`src/hw/rtl/cbde_pkg.sv`:
```
// Shared constants, types and step functions for the directional extrema block.
// No dependencies; imported by every module of the block.
package cbde_pkg;

  localparam int CW    = 32;      // coordinate width (signed Q16.16)
  localparam int DIRW  = 16;      // direction component width (signed Q1.14)
  localparam int IDXW  = 16;      // segment index width
  localparam int TW    = 16;      // fraction bits of t
  localparam int PW    = CW + DIRW;   // one projection product
  localparam int XW    = PW + 1;      // projected control point
  localparam int KW    = 54;          // coefficients a, b and c (signed)
  localparam int HW    = KW / 2;      // half of a magnitude for the split products
  localparam int DW    = 4 * HW;      // discriminant
  localparam int RW    = DW / 2;      // square root
  localparam int RMW   = RW + 3;      // square root remainder
  localparam int NW    = RW + 3;      // root numerator and denominator (signed)
  localparam int FIFO_DEPTH = 4;
  localparam int FPW   = $clog2(FIFO_DEPTH);

  localparam logic [1:0] KIND_CUBIC = 2'd2;

  localparam logic [1:0] REG_DIR_X = 2'd0;
  localparam logic [1:0] REG_DIR_Y = 2'd1;

  typedef struct packed {
    logic signed [KW-1:0] a;
    logic signed [KW-1:0] b;
    logic signed [KW-1:0] c;
    logic [IDXW-1:0]      idx;
    logic                 lin;
    logic                 quad;
  } side_t;

  typedef struct packed {
    logic [RMW-1:0] rem;
    logic [RW-1:0]  root;
    logic [DW-1:0]  d;
  } sq_t;

  typedef struct packed {
    logic [NW-1:0] rem;
    logic [NW-1:0] den;
    logic [TW-1:0] q;
  } dv_t;

  typedef struct packed {
    logic [IDXW-1:0] idx;
    logic [TW-1:0]   t;
    logic            last;
  } res_t;

  // One digit of the integer square root: two bits of the radicand per step.
  function automatic sq_t sq_step(sq_t s);
    logic [RMW-1:0] cur;
    logic [RMW-1:0] trial;
    sq_t o;
    cur   = {s.rem[RMW-3:0], s.d[DW-1:DW-2]};
    trial = {1'b0, s.root, 2'b01};
    o.d   = {s.d[DW-3:0], 2'b00};
    if (cur >= trial) begin
      o.rem  = cur - trial;
      o.root = {s.root[RW-2:0], 1'b1};
    end else begin
      o.rem  = cur;
      o.root = {s.root[RW-2:0], 1'b0};
    end
    return o;
  endfunction

  // One bit of a restoring division.
  function automatic dv_t dv_step(dv_t s);
    logic [NW-1:0] r2;
    dv_t o;
    r2    = {s.rem[NW-2:0], 1'b0};
    o.den = s.den;
    if (r2 >= s.den) begin
      o.rem = r2 - s.den;
      o.q   = {s.q[TW-2:0], 1'b1};
    end else begin
      o.rem = r2;
      o.q   = {s.q[TW-2:0], 1'b0};
    end
    return o;
  endfunction

endpackage

```
`src/hw/rtl/cbde_proj.sv`:
```
// Projection lane: one control point projected onto the direction, two stages.
// Depends on cbde_pkg.
module cbde_proj
  import cbde_pkg::*;
(
  input  logic                   clk,
  input  logic                   en,
  input  logic signed [CW-1:0]   px,
  input  logic signed [CW-1:0]   py,
  input  logic signed [DIRW-1:0] dx,
  input  logic signed [DIRW-1:0] dy,
  output logic signed [XW-1:0]   x
);

  logic signed [PW-1:0] px_r;
  logic signed [PW-1:0] py_r;
  logic signed [XW-1:0] x_r;

  always_ff @(posedge clk) begin
    if (en) begin
      px_r <= px * dx;
      py_r <= py * dy;
      x_r  <= XW'(px_r) + XW'(py_r);
    end
  end

  assign x = x_r;

endmodule

```
`config.mk`:
```
export PLATFORM = sky130hd
export DESIGN_NAME = cbde_proj
export DESIGN_NICKNAME = d
export VERILOG_FILES = /design/src/hw/rtl/cbde_pkg.sv /design/src/hw/rtl/cbde_proj.sv
export SDC_FILE = /design/constraint.sdc
export NUM_CORES = 2
export LEC_CHECK = 0
export BUFFER_PORTS_ARGS = -buffer_cell sky130_fd_sc_hd__buf_2
export CORE_MARGIN = 3
export CORE_UTILIZATION = 55
export CTS_CLUSTER_DIAMETER = 120
export DETAILED_ROUTE_END_ITERATION = 8
export GPL_TIMING_DRIVEN = 0
export PLACE_DENSITY = 0.77
export SLEW_MARGIN = 10
export SYNTH_ARGS = -nofsm -noshare
export SYNTH_HDL_FRONTEND = slang
export SYNTH_SLANG_ARGS = --single-unit
export TNS_END_PERCENT = 10
```
`constraint.sdc`:
```
create_clock -name clk -period 9 [get_ports clk]
set_input_delay 0.45 -clock clk [delete_from_list [all_inputs] [get_ports clk]]
set_output_delay 0.45 -clock clk [all_outputs]
set_load 0.01 [all_outputs]
```
# Word level (Yosys, flattened, before mapping)
# Index checks and enable logic that the tools add are counted.
[classes] n_addsub=1 mul=2
[ops] cell="multiplier 32 x 16 -> 48 bit" count=2
[ops] cell="adder 48 x 48 -> 49 bit" count=1
[word_totals] inputBits=98 reg_bits=145 word_cells=6

# Logic depth before layout (Yosys ltp)
[depth] ltp_word=1 mapped_depth=26 ltp_nobuf=24

# Least setup slack after synthesis
# OpenSTA, ideal clock, no wires.
[synth_path] path_kind="input-to-reg" start="input px[10]" end="register px_r[42], data pin" n_path_buf=1 cell_stages=22 slack_ps=2650 arrival_ps=6080 required_time_ps=8730 cell_sequence="clkbuf_1 -> nand2_1 -> fa_1 -> fa_1 -> fa_1 -> fa_1 -> inv_1 -> fa_1 -> inv_1 -> fa_1 -> inv_1 -> ha_1 -> a21o_1 -> a21o_1 -> a21o_1 -> a32o_2 -> a211oi_4 -> a31o_4 -> o31ai_4 -> a21oi_4 -> o21a_1 -> o311ai_1"
[synth_between] elab_chain_cells=1
[synth_lines] item="from (decl)" line_no="cbde_proj.sv:8" text="input logic signed [CW-1:0] px,"
[synth_lines] item="multiplier 32 x 16 -> 48 bit" line_no="cbde_proj.sv:21" text="px_r <= px * dx;"
[synth_lines] item="to (signal assigned)" line_no="cbde_proj.sv:21"
[synth_lines] item="to (decl)" line_no="cbde_proj.sv:15" text="logic signed [PW-1:0] px_r;"
# No other way between the ends.
# A chain may end at the register's enable or synchronous reset.

# Worst setup path after layout
[layout_path] start="input dx[15]" end="register px_r[45], data pin"
[layout_between] elab_chain_cells=1
[layout_lines] item="from (decl)" line_no="cbde_proj.sv:10" text="input logic signed [DIRW-1:0] dx,"
[layout_lines] item="multiplier 32 x 16 -> 48 bit" line_no="cbde_proj.sv:21"
# No other way between the ends.

==> flow_summary.yaml <==
clock_tree:
  cts_tree: "yes"
  numCtsBuffers: 17
  clk_pin_slew_worst_paths_ps: 70
  clock-sinks: 145
  root_buffer: "clkbuf_16"
  post-cts-setup-buffers: 0
  h-tree-depth: 4
  cts_buffer_depth: 2
  insertion_delay_ps: 430
  ctsResizeCount: 0
  cts_hold_buf: 0
drt:
  ant_nets: 0
  wirelength_microns: 113000
  wl_per_cell_microns: 19.5
  post-route-drc-count: 0
  via_per_inst: 5.49
  firstDrtPassIters: 6
  vias: 31746
  drt_iter0_markers: 2469
sta:
  slew_headroom: 0.362
  rsz0062_at_grt: "no"
  period_needed_ps: 7610
  tightestPinTransition_ps: 958
  slew_violations: 0
  finalCritPeriodShare: 0.846
  fmax_ghz: 0.131
  setup_viol: 0
  hold_violations: 0
  fin_skew_ps: 11.2
  setup-tns-final_ps: 0
floorplan:
  die_y_microns: 284
  start_util: 0.558
  fp.dieW_microns: 284
  rows: 101
  die_area_sq_mm: 0.0808
  core_area_sq_mm: 0.0763
  io_pins: 147
critical_path:
  cp-start-kind: "primary input"
  crit_arrival_ps: 7790
  crit_path_end_kind: "flip-flop"
  r2r_end: "x[48]"
  crit_fanout: 10
  required_ps: 9180
  cp_slowest_cell: "fa_1"
  path_cells: "buf_2, clkinv_1, clkbuf_1, nor2_1, fa_1, fa_1, fa_1, fa_1, fa_1, inv_1, fa_1, inv_1, ha_1, nand4_1, a211oi_1, a32oi_2, o211ai_1, a21oi_1, o31ai_1, a221o_1, a21o_1, a21oi_2, xnor2_1"
  crit_type: "primary input to flip-flop"
  rrSetupSlack_ps: 5140
  cpMostUsedCell: "fa_1"
  cp_slowest_stage_delay_ps: 590
  rr_worst_depth: 13
  timing.rr.start: "px_r[0]"
logic_synthesis:
  synth_edf_count: 145
  synth.area.mux_share: 0.000235
  synth_area_per_cell_sq_um: 9.32
  syn-num-nets: 5916
  synthSimpleGateAreaFrac: 0.148
  netlist_area_sq_mm: 0.0426
  synth_compound_area_frac: 0.0663
  ys_warn_count: 0
  synth-xor-area-share: 0.0288
  ys_seq_area_frac: 0.102
  syn_inst: 4569
  async_flop_share: 0
  synth.ff_latch_count: 145
  synth_top_flop_cell: "edfxtp_1"
  synth_fa_ha_area_frac: 0.539
  synth_cell_types: 82
  synth_top_family_by_area: "adder cells"
placement:
  hpwl_microns: 96200
  gp_congestion: 0.965
  port-buffer-count: 146
cells_and_area:
  nets: 6082
  fill_cells: 6700
  area_growth_pct: 6.18
  drive_gt1_frac: 0.0463
grt:
  grt_pass1_wl_microns: 181000
  grt_overflow: 0
  grtUsageTotal: 0.289
  grt_start_max_net_pins: 98
  antenna_found_initial: 3
  grt_pass1_vias: 33308
hold_path:
  holdPathStages: 2
  hold_path_startpoint: "dx[0]"
  holdPathEnd: "px_r[0]"
  worstHoldPathType: "primary input to flip-flop"
run:
  maxCapViolCount: 0
status:
  status: "completed"
stage by stage:
step                      instances  area (sq um)  setup WS (ps)  hold slack, ps   util
after floorplan                4569         42600           2650             513      -
after global placement         5745         44600           1230             543  0.584
after detailed placement       5746         44600           1120             546  0.585
after CTS                      5778         45200           1550             432  0.592
after global routing           5778         45200           1170             429  0.592
final                          5783         45200           1390             441  0.592
registers in the layout, indices dropped and copies added (netlist names):
signal and cells:
x 49, py_r 48, px_r 48
placed cells by master, fill, tap and decap left out, types with 28 or more instances in the layout:
cell type / n
nor2_1: 121
o21ai_0: 49
nand2_1: 622
inv_1: 1120
fa_1: 973
xnor2_1: 107
edfxtp_1: 145
a21o_1: 76
clkbuf_1: 174
nor2b_1: 28
and2_1: 416
nand3_1: 35
a21oi_1: 131
xor2_1: 33
buf_2: 151
ha_1: 276
layout make-up:
cell class              count  area (sq um)  area share
clock buffers              17           425     0.00941
repair buffers            147           764      0.0169
diodes                      5          12.5    0.000277
multi-input cells        3119         33300       0.737
inverters                1122          4210      0.0932
plain buffers             183           696      0.0154
well taps                1030          1290      0.0285
flip-flops and latches    145          4350      0.0963
clock inverters            15           140     0.00310
kinds of logic (layout without fill, tap and decap cells):
group | after synthesis | count (layout)
fa+ha+maj | 1249 | 1249
mux | 1 | 1
flops | 145 | 145
compound gates | 416 | 416
simple gates | 1313 | 1313
xor+xnor | 140 | 140
other cells | 0 | 5
buf+inv | 1305 | 1484
synthesized netlist by cell type (8+ instances only):
cell / n / share of area
inv_1: 1120 / 0.099
fa_1: 973 / 0.46
nand2_1: 622 / 0.055
and2_1: 416 / 0.061
ha_1: 276 / 0.081
clkbuf_1: 174 / 0.015
edfxtp_1: 145 / 0.10
a21oi_1: 131 / 0.015
nor2_1: 121 / 0.011
xnor2_1: 107 / 0.022
a21o_1: 76 / 0.013
o21ai_0: 49 / 0.0058
nand3_1: 35 / 0.0041
xor2_1: 33 / 0.0068
nor2b_1: 28 / 0.0041
o21bai_1: 27 / 0.0048
nand2b_1: 24 / 0.0035
o21a_1: 19 / 0.0034
nor3_1: 17 / 0.0020
nand4_1: 16 / 0.0024
o21ai_1: 16 / 0.0019
and3_1: 14 / 0.0021
a211oi_1: 11 / 0.0019
a31oi_1: 10 / 0.0015
o211ai_1: 8 / 0.0014
per-layer routing:
| layer | vias up | GRT usage | routed length (microns) |
|---|---|---|---|
| met5 | - | 0 | 0 |
| met4 | 0 | 0.132 | 6280 |
| met3 | 362 | 0.0449 | 9840 |
| met2 | 1446 | 0.466 | 53000 |
| met1 | 16018 | 0.389 | 43600 |
| li1 | 13920 | - | - |
critical path, delay by kind of cell:
kind,cells,cell delay (ps)
AOI/OAI and AO/OA,8,2200
adders and majority gates,7,3310
and+or+nand+nor,2,380
buffers and inverters,5,1290
xor gates and xnor gates,1,140
worst max path at each step:
stage               startpoint        to  slack [ps]
CTS                      dx[7]  px_r[45]        1550
floorplan               px[10]  px_r[42]        2650
finish                  dx[15]  px_r[45]        1390
detailed placement       dx[7]  px_r[45]        1120
global route             dx[7]  px_r[47]        1170
global placement         dx[7]  px_r[47]        1230
Power is left out: the tool's default activity adds up to more than one toggle a clock period on the data nets, which glitch-free logic cannot reach.
