--- config.mk ---
export PLATFORM = sky130hd
export DESIGN_NAME = cbde_merge
export DESIGN_NICKNAME = d
export VERILOG_FILES = /design/src/hw/rtl/cbde_pkg.sv /design/src/hw/rtl/cbde_merge.sv
export SDC_FILE = /design/constraint.sdc
export NUM_CORES = 1
export LEC_CHECK = 0
export BUFFER_PORTS_ARGS = -buffer_cell sky130_fd_sc_hd__buf_2
export CAP_MARGIN = 10
export CELL_PAD_IN_SITES_DETAIL_PLACEMENT = 0
export CELL_PAD_IN_SITES_GLOBAL_PLACEMENT = 2
export CORE_UTILIZATION = 44
export DETAILED_ROUTE_END_ITERATION = 7
export HOLD_SLACK_MARGIN = 0.12
export PLACE_DENSITY = 0.86
export SYNTH_ARGS = -nofsm -noshare
export SYNTH_HDL_FRONTEND = slang
export SYNTH_SLANG_ARGS = --single-unit
--- constraint.sdc ---
create_clock -name clk -period 9 [get_ports clk]
set_input_delay 1.8 -clock clk [delete_from_list [all_inputs] [get_ports clk]]
set_output_delay 1.8 -clock clk [all_outputs]
set_load 0.01 [all_outputs]
--- src/hw/rtl/cbde_pkg.sv ---
// Shared constants, types and step functions for the directional extrema block.
// No dependencies; imported by every module of the block.
package cbde_pkg;

  localparam int CW    = 32;      // coordinate width (signed Q16.16)
  localparam int DIRW  = 16;      // direction component width (signed Q1.14)
  localparam int IDXW  = 16;      // segment index width
  localparam int TW    = 16;      // fraction bits of t
  localparam int PW    = CW + DIRW;   // one projection product
  localparam int XW    = PW + 1;      // projected control point
  localparam int KW    = 54;          // coefficients a, b and c (signed)
  localparam int HW    = KW / 2;      // half of a magnitude for the split products
  localparam int DW    = 4 * HW;      // discriminant
  localparam int RW    = DW / 2;      // square root
  localparam int RMW   = RW + 3;      // square root remainder
  localparam int NW    = RW + 3;      // root numerator and denominator (signed)
  localparam int FIFO_DEPTH = 4;
  localparam int FPW   = $clog2(FIFO_DEPTH);

  localparam logic [1:0] KIND_CUBIC = 2'd2;

  localparam logic [1:0] REG_DIR_X = 2'd0;
  localparam logic [1:0] REG_DIR_Y = 2'd1;

  typedef struct packed {
    logic signed [KW-1:0] a;
    logic signed [KW-1:0] b;
    logic signed [KW-1:0] c;
    logic [IDXW-1:0]      idx;
    logic                 lin;
    logic                 quad;
  } side_t;

  typedef struct packed {
    logic [RMW-1:0] rem;
    logic [RW-1:0]  root;
    logic [DW-1:0]  d;
  } sq_t;

  typedef struct packed {
    logic [NW-1:0] rem;
    logic [NW-1:0] den;
    logic [TW-1:0] q;
  } dv_t;

  typedef struct packed {
    logic [IDXW-1:0] idx;
    logic [TW-1:0]   t;
    logic            last;
  } res_t;

  // One digit of the integer square root: two bits of the radicand per step.
  function automatic sq_t sq_step(sq_t s);
    logic [RMW-1:0] cur;
    logic [RMW-1:0] trial;
    sq_t o;
    cur   = {s.rem[RMW-3:0], s.d[DW-1:DW-2]};
    trial = {1'b0, s.root, 2'b01};
    o.d   = {s.d[DW-3:0], 2'b00};
    if (cur >= trial) begin
      o.rem  = cur - trial;
      o.root = {s.root[RW-2:0], 1'b1};
    end else begin
      o.rem  = cur;
      o.root = {s.root[RW-2:0], 1'b0};
    end
    return o;
  endfunction

  // One bit of a restoring division.
  function automatic dv_t dv_step(dv_t s);
    logic [NW-1:0] r2;
    dv_t o;
    r2    = {s.rem[NW-2:0], 1'b0};
    o.den = s.den;
    if (r2 >= s.den) begin
      o.rem = r2 - s.den;
      o.q   = {s.q[TW-2:0], 1'b1};
    end else begin
      o.rem = r2;
      o.q   = {s.q[TW-2:0], 1'b0};
    end
    return o;
  endfunction

endpackage

--- src/hw/rtl/cbde_merge.sv ---
// Merging stage: collects up to two roots per segment into a small queue and
// issues one result per cycle. Depends on cbde_pkg.
module cbde_merge
  import cbde_pkg::*;
(
  input  logic            clk,
  input  logic            rst_n,
  input  logic            v0,
  input  logic [TW-1:0]   q0,
  input  logic [IDXW-1:0] tag0,
  input  logic            v1,
  input  logic [TW-1:0]   q1,
  input  logic [IDXW-1:0] tag1,
  output logic            en,
  output logic            out_vld,
  output res_t            out_res
);

  res_t           fifo_r [FIFO_DEPTH];
  logic [FPW-1:0] wr_r;
  logic [FPW-1:0] rd_r;
  logic [FPW:0]   cnt_r;
  logic [FPW:0]   cnt_nxt;
  logic           out_vld_r;
  res_t           out_res_r;
  logic [TW-1:0]  t0;
  logic [TW-1:0]  t1;
  logic [IDXW-1:0] tag;
  res_t           e0;
  res_t           e1;
  logic [1:0]     npush;
  logic           pop;

  assign en  = (cnt_r <= (FPW+1)'(FIFO_DEPTH - 2));
  assign pop = (cnt_r != '0);

  always_comb begin
    t0  = (q0 == '0) ? TW'(1) : q0;
    t1  = (q1 == '0) ? TW'(1) : q1;
    tag = v0 ? tag0 : tag1;
    if (v0) begin
      e0.idx  = tag;
      e0.t    = t0;
      e0.last = !v1;
    end else begin
      e0.idx  = tag;
      e0.t    = t1;
      e0.last = 1'b1;
    end
    e1.idx  = tag;
    e1.t    = t1;
    e1.last = 1'b1;
    npush = en ? ({1'b0, v0} + {1'b0, v1}) : 2'd0;
    cnt_nxt = cnt_r + (FPW+1)'(npush) - (FPW+1)'(pop);
  end

  always_ff @(posedge clk) begin
    if (!rst_n) begin
      wr_r      <= '0;
      rd_r      <= '0;
      cnt_r     <= '0;
      out_vld_r <= 1'b0;
    end else begin
      wr_r      <= wr_r + FPW'(npush);
      rd_r      <= rd_r + FPW'(pop);
      cnt_r     <= cnt_nxt;
      out_vld_r <= pop;
    end
  end

  always_ff @(posedge clk) begin
    if (npush != 2'd0) begin
      fifo_r[wr_r] <= e0;
    end
    if (npush == 2'd2) begin
      fifo_r[wr_r + FPW'(1)] <= e1;
    end
    if (pop) begin
      out_res_r <= fifo_r[rd_r];
    end
  end

  assign out_vld = out_vld_r;
  assign out_res = out_res_r;

endmodule

# Yosys cells after proc, flatten, opt, wreduce, memory -nomap -nowiden
# Memories as Yosys holds them, arrays and structs flattened. A register that Yosys moved wholly into a read port is not among the register bits.
# Cells that the tools add are included.
dict set report word_totals {
  register_bits 8
  latchBits 0
  ramBits 132
  mem_bits_ro 0
  out_inout_bits 35
  mem_count 1
}
dict set report op_classes {
  n_addsub 6
  multipliers 0
  n_div 0
  order_cmp 1
  eq_ne 1
  shifts 0
  muxes 9
  bitwise_logic 0
  n_reduce_logical 5
}
# memory words width read_ports rd_ports_with_merged_regs wr line
set mem_list {}
lappend mem_list {fifo_r 4 33 1 1 2 cbde_merge.sv:19} ;# res_t fifo_r [FIFO_DEPTH];
# cell n
set ops {}
lappend ops {{16-bit two-way mux} 3}
lappend ops {{16-bit logical NOT} 2}
lappend ops {{17-bit two-way mux} 1}
lappend ops {{1-bit two-way mux} 4}
lappend ops {{3-bit by 2-bit adder with 3-bit output} 1}
lappend ops {{3-bit by 2-bit less-or-equal comparator with 1-bit output, second input constant} 1}
lappend ops {{3-bit nonzero test} 1}
lappend ops {{3-bit by 1-bit subtractor with 3-bit output} 1}
lappend ops {{1-bit by 1-bit adder with 2-bit output} 1}
lappend ops {{2-bit by 1-bit adder with 2-bit output} 1}
lappend ops {{2-bit by 1-bit adder with 2-bit output, second input constant} 1}
lappend ops {{2-bit adder} 1}
lappend ops {{2-bit equality test, second input constant} 1}
lappend ops {{2-bit two-way mux} 1}
lappend ops {{2-bit nonzero test} 1}
lappend ops {{1-bit logical NOT} 1}

# Logic depth before layout (Yosys ltp)
dict set report depth {
  ltp_word 5
  depth_mapped 9
  mapped_depth_nobuf 9
}

# Least setup slack after synthesis
# OpenSTA, ideal clock, no wires.
dict set report synth_path {
  path_type {in2reg}
  startpoint {in v0}
  endpoint {mem fifo_r[1][10] (netlist bit) (enable)}
  setup_time_ps 387
  t_arrival_ps 3602
  required_time_ps 8613
  slack_ps 5010
  stages 6
  path_cell_list {ha_1 > nand2b_4 > and2_1 > or3_1 > buf_6 > inv_1}
}
# element line
set synth_lines {}
lappend synth_lines {{start, declared} cbde_merge.sv:8} ;# input logic v0,
lappend synth_lines {{end, declared} cbde_merge.sv:19}

==> run metrics <==
status finished clean; CTS tree built; first-pass GRT wire length 27.12 mm; Final Hold Viols 0; synth unique cells 45; DRT iter0 DRCs approximately 480; floorplan die width 134.1 µm; initial antenna violation count 0; GR Util All Layers 20.76%; ys async rst share 0%; num rows 47; Seq/Total Area, Yosys 66.11%; Die Height 134.1 µm; top cells by count, synth edfxtp_1, nor2_1, a22o_1; clk root buf clkbuf_16; worst-margin pin slew 0.9923 ns; GP Congestion 0.7971; layout cell share with drive strength beyond 1 34.94%; met1 usage a little over a quarter; Initial DRT Pass Iterations 4; yosys warns 0; FF-to-FF setup slack 6.19 ns; crit path DAT 4.71 ns; Post-CTS Hold Fix Bufs 0; Resized Gates After CTS 0; startpoint types primary input; Yosys top cell by area edfxtp_1; postcts setup bufs 0; Mapped Cells 466; Setup Slack @ Placement 3.941 ns; FMAX 216.6 MHz; Hold Path Depth 1; Mapped Nets 539; GR Util met2 around a third; Hold Slack 0.4904 ns; Antenna Cells 0; Final nets 641; Max rail drop VDD 201.6 µV; Final HPWL DP 11.31 mm; drt wl/cell 21.75 µm; Final Max Slew Viols 0; Routed Antenna Nets 0; unrepaired setup endpoints after global routing no; Avg Vias per Cell 5.767; Max-Cap Viols 0; Die Area 0.01798 mm²; power density over cell area 323.8 mW/mm²; Synth Flop Type edfxtp_1; synth top area cells edfxtp_1, mux4_2, a22o_1, dfxtp_1, nor2_1; DRC viols 0; Avg Inst Size Synth 16.47 µm²; Yosys reg bits 173; CP required 9.10 ns; Skew-Pair Late Insertion Delay 0.43 ns; total power 2.906 mW; dominant cell by count in the synthesized netlist edfxtp_1; Yosys top cell area share 62.98%; post-route setup slack about 4.4 ns; wirelength, routed 17.42 mm; Setup Crit Path Kind in -> reg; CP endpoint kind register; Finished Layout Cells 801; GRT Max-Usage Layer met2; # clock sinks ~170; Top-Level Pins 103; Leakage 3.260 nW; Final Instance Area 0.008975 mm²; Area growth syn-to-layout 16.92%; Post-synth EDFFs 161; Final TNS setup 0 ns; gr ovfl total 0; largest fanout on the critical path 23; CTS H-tree lvls 4; depth of the most critical reg-to-reg path 5; Clock Skew 0.009809 ns; CORE AREA roughly 0.017 mm²; vias 4,619; I/O Buffers 102; Final min period around 4.6 ns; total CTS buffers 17; GR Layer Usage met3 5.442%; crit share post-route 51.29%; placed cell count 769; vias in the first global route 4,755; largest net degree at the start of global routing 39; Final setup viols 0; worst hold path class reg -> reg; Post-Route Utilization a little over half; Reg clk slew, reported paths 0.06 ns; mapped cell area roughly 0.0077 mm²; initial core utilization a little under half; clock buffer depth 2; Area after DPL around 0.0083 mm²; Worst slew margin 33.85%
## layer usage
metal  part of all wire (%)  up-vias
li1                       -     2053
met1                     41     2322
met2                     50      214
met3                    7.2       30
met4                    1.9        0
met5                      0        -
## registers in the layout (all words and copies together) (netlist names)
name and cells:
fifo_r 132, cnt_r 3, out_vld 1, wr_r 2, out_res 33, rd_r 2
## kinds of logic after synthesis
family | count (synthesis) | synth area share [%]
DFF | 173 | 66.11
and+or+nand+nor | 116 | 8.346
buffers and inverters | 37 | 2.950
adders and majority gates | 5 | 0.9128
muxes | 50 | 11.90
xor gates and xnor gates | 5 | 0.5706
AOI/OAI and AO/OA | 80 | 9.209
## layout by cell type, fill, tap and decap left out, types with 6 or more instances in the layout
cell type and n:
nand2_1 6, nor4_1 7, inv_1 9, nor2_1 63, clkbuf_16 17, inv_6 6
nor2_4 10, mux4_2 33, edfxtp_1 161, mux2i_1 17, buf_2 102, a22o_1 62
and2_1 8, buf_4 8, dfxtp_1 10
## final cells by class
| cell class | count | area [µm²] |
|---|---|---|
| fillers | 1408 | 7844 |
| flip-flops and latches | 173 | 5077 |
| multi-input cells | 256 | 2376 |
| repair buffers | 110 | 570.5 |
| clock buffers | 17 | 425.4 |
| well taps | 220 | 275.3 |
| clock inverters | 15 | 207.7 |
| inverters | 10 | 42.54 |
## worst paths after layout
check / from / endpoint
hold reg to reg: fifo_r[2][0]$_SDFFE_PP1P_ / fifo_r[2][0]$_SDFFE_PP1P_
hold / removal: fifo_r[2][0]$_SDFFE_PP1P_ / fifo_r[2][0]$_SDFFE_PP1P_
setup / recovery: v0 / fifo_r[3][22]$_DFFE_PP_
setup reg to reg: wr_r[1]$_SDFF_PN0_ / fifo_r[0][12]$_DFFE_PP_
## where the power goes
part | switching (mW) | internal (mW) | leakage, nW | total, mW
Combinational | 0.453 | 0.351 | 1.34 | 0.805
Clock | 0.317 | 0.470 | 0.315 | 0.787
Sequential | 0.106 | 1.21 | 1.60 | 1.31
Total | 0.877 | 2.03 | 3.26 | 2.91
## worst max-delay path, cell delays in order
cell	delay, ns
buf_2	0.57
ha_1	0.44
nand2b_4	0.20
and2_1	0.15
or2_1	0.48
inv_1	0.59
buf_4	0.44
Power figures use the tool's default switching activity.
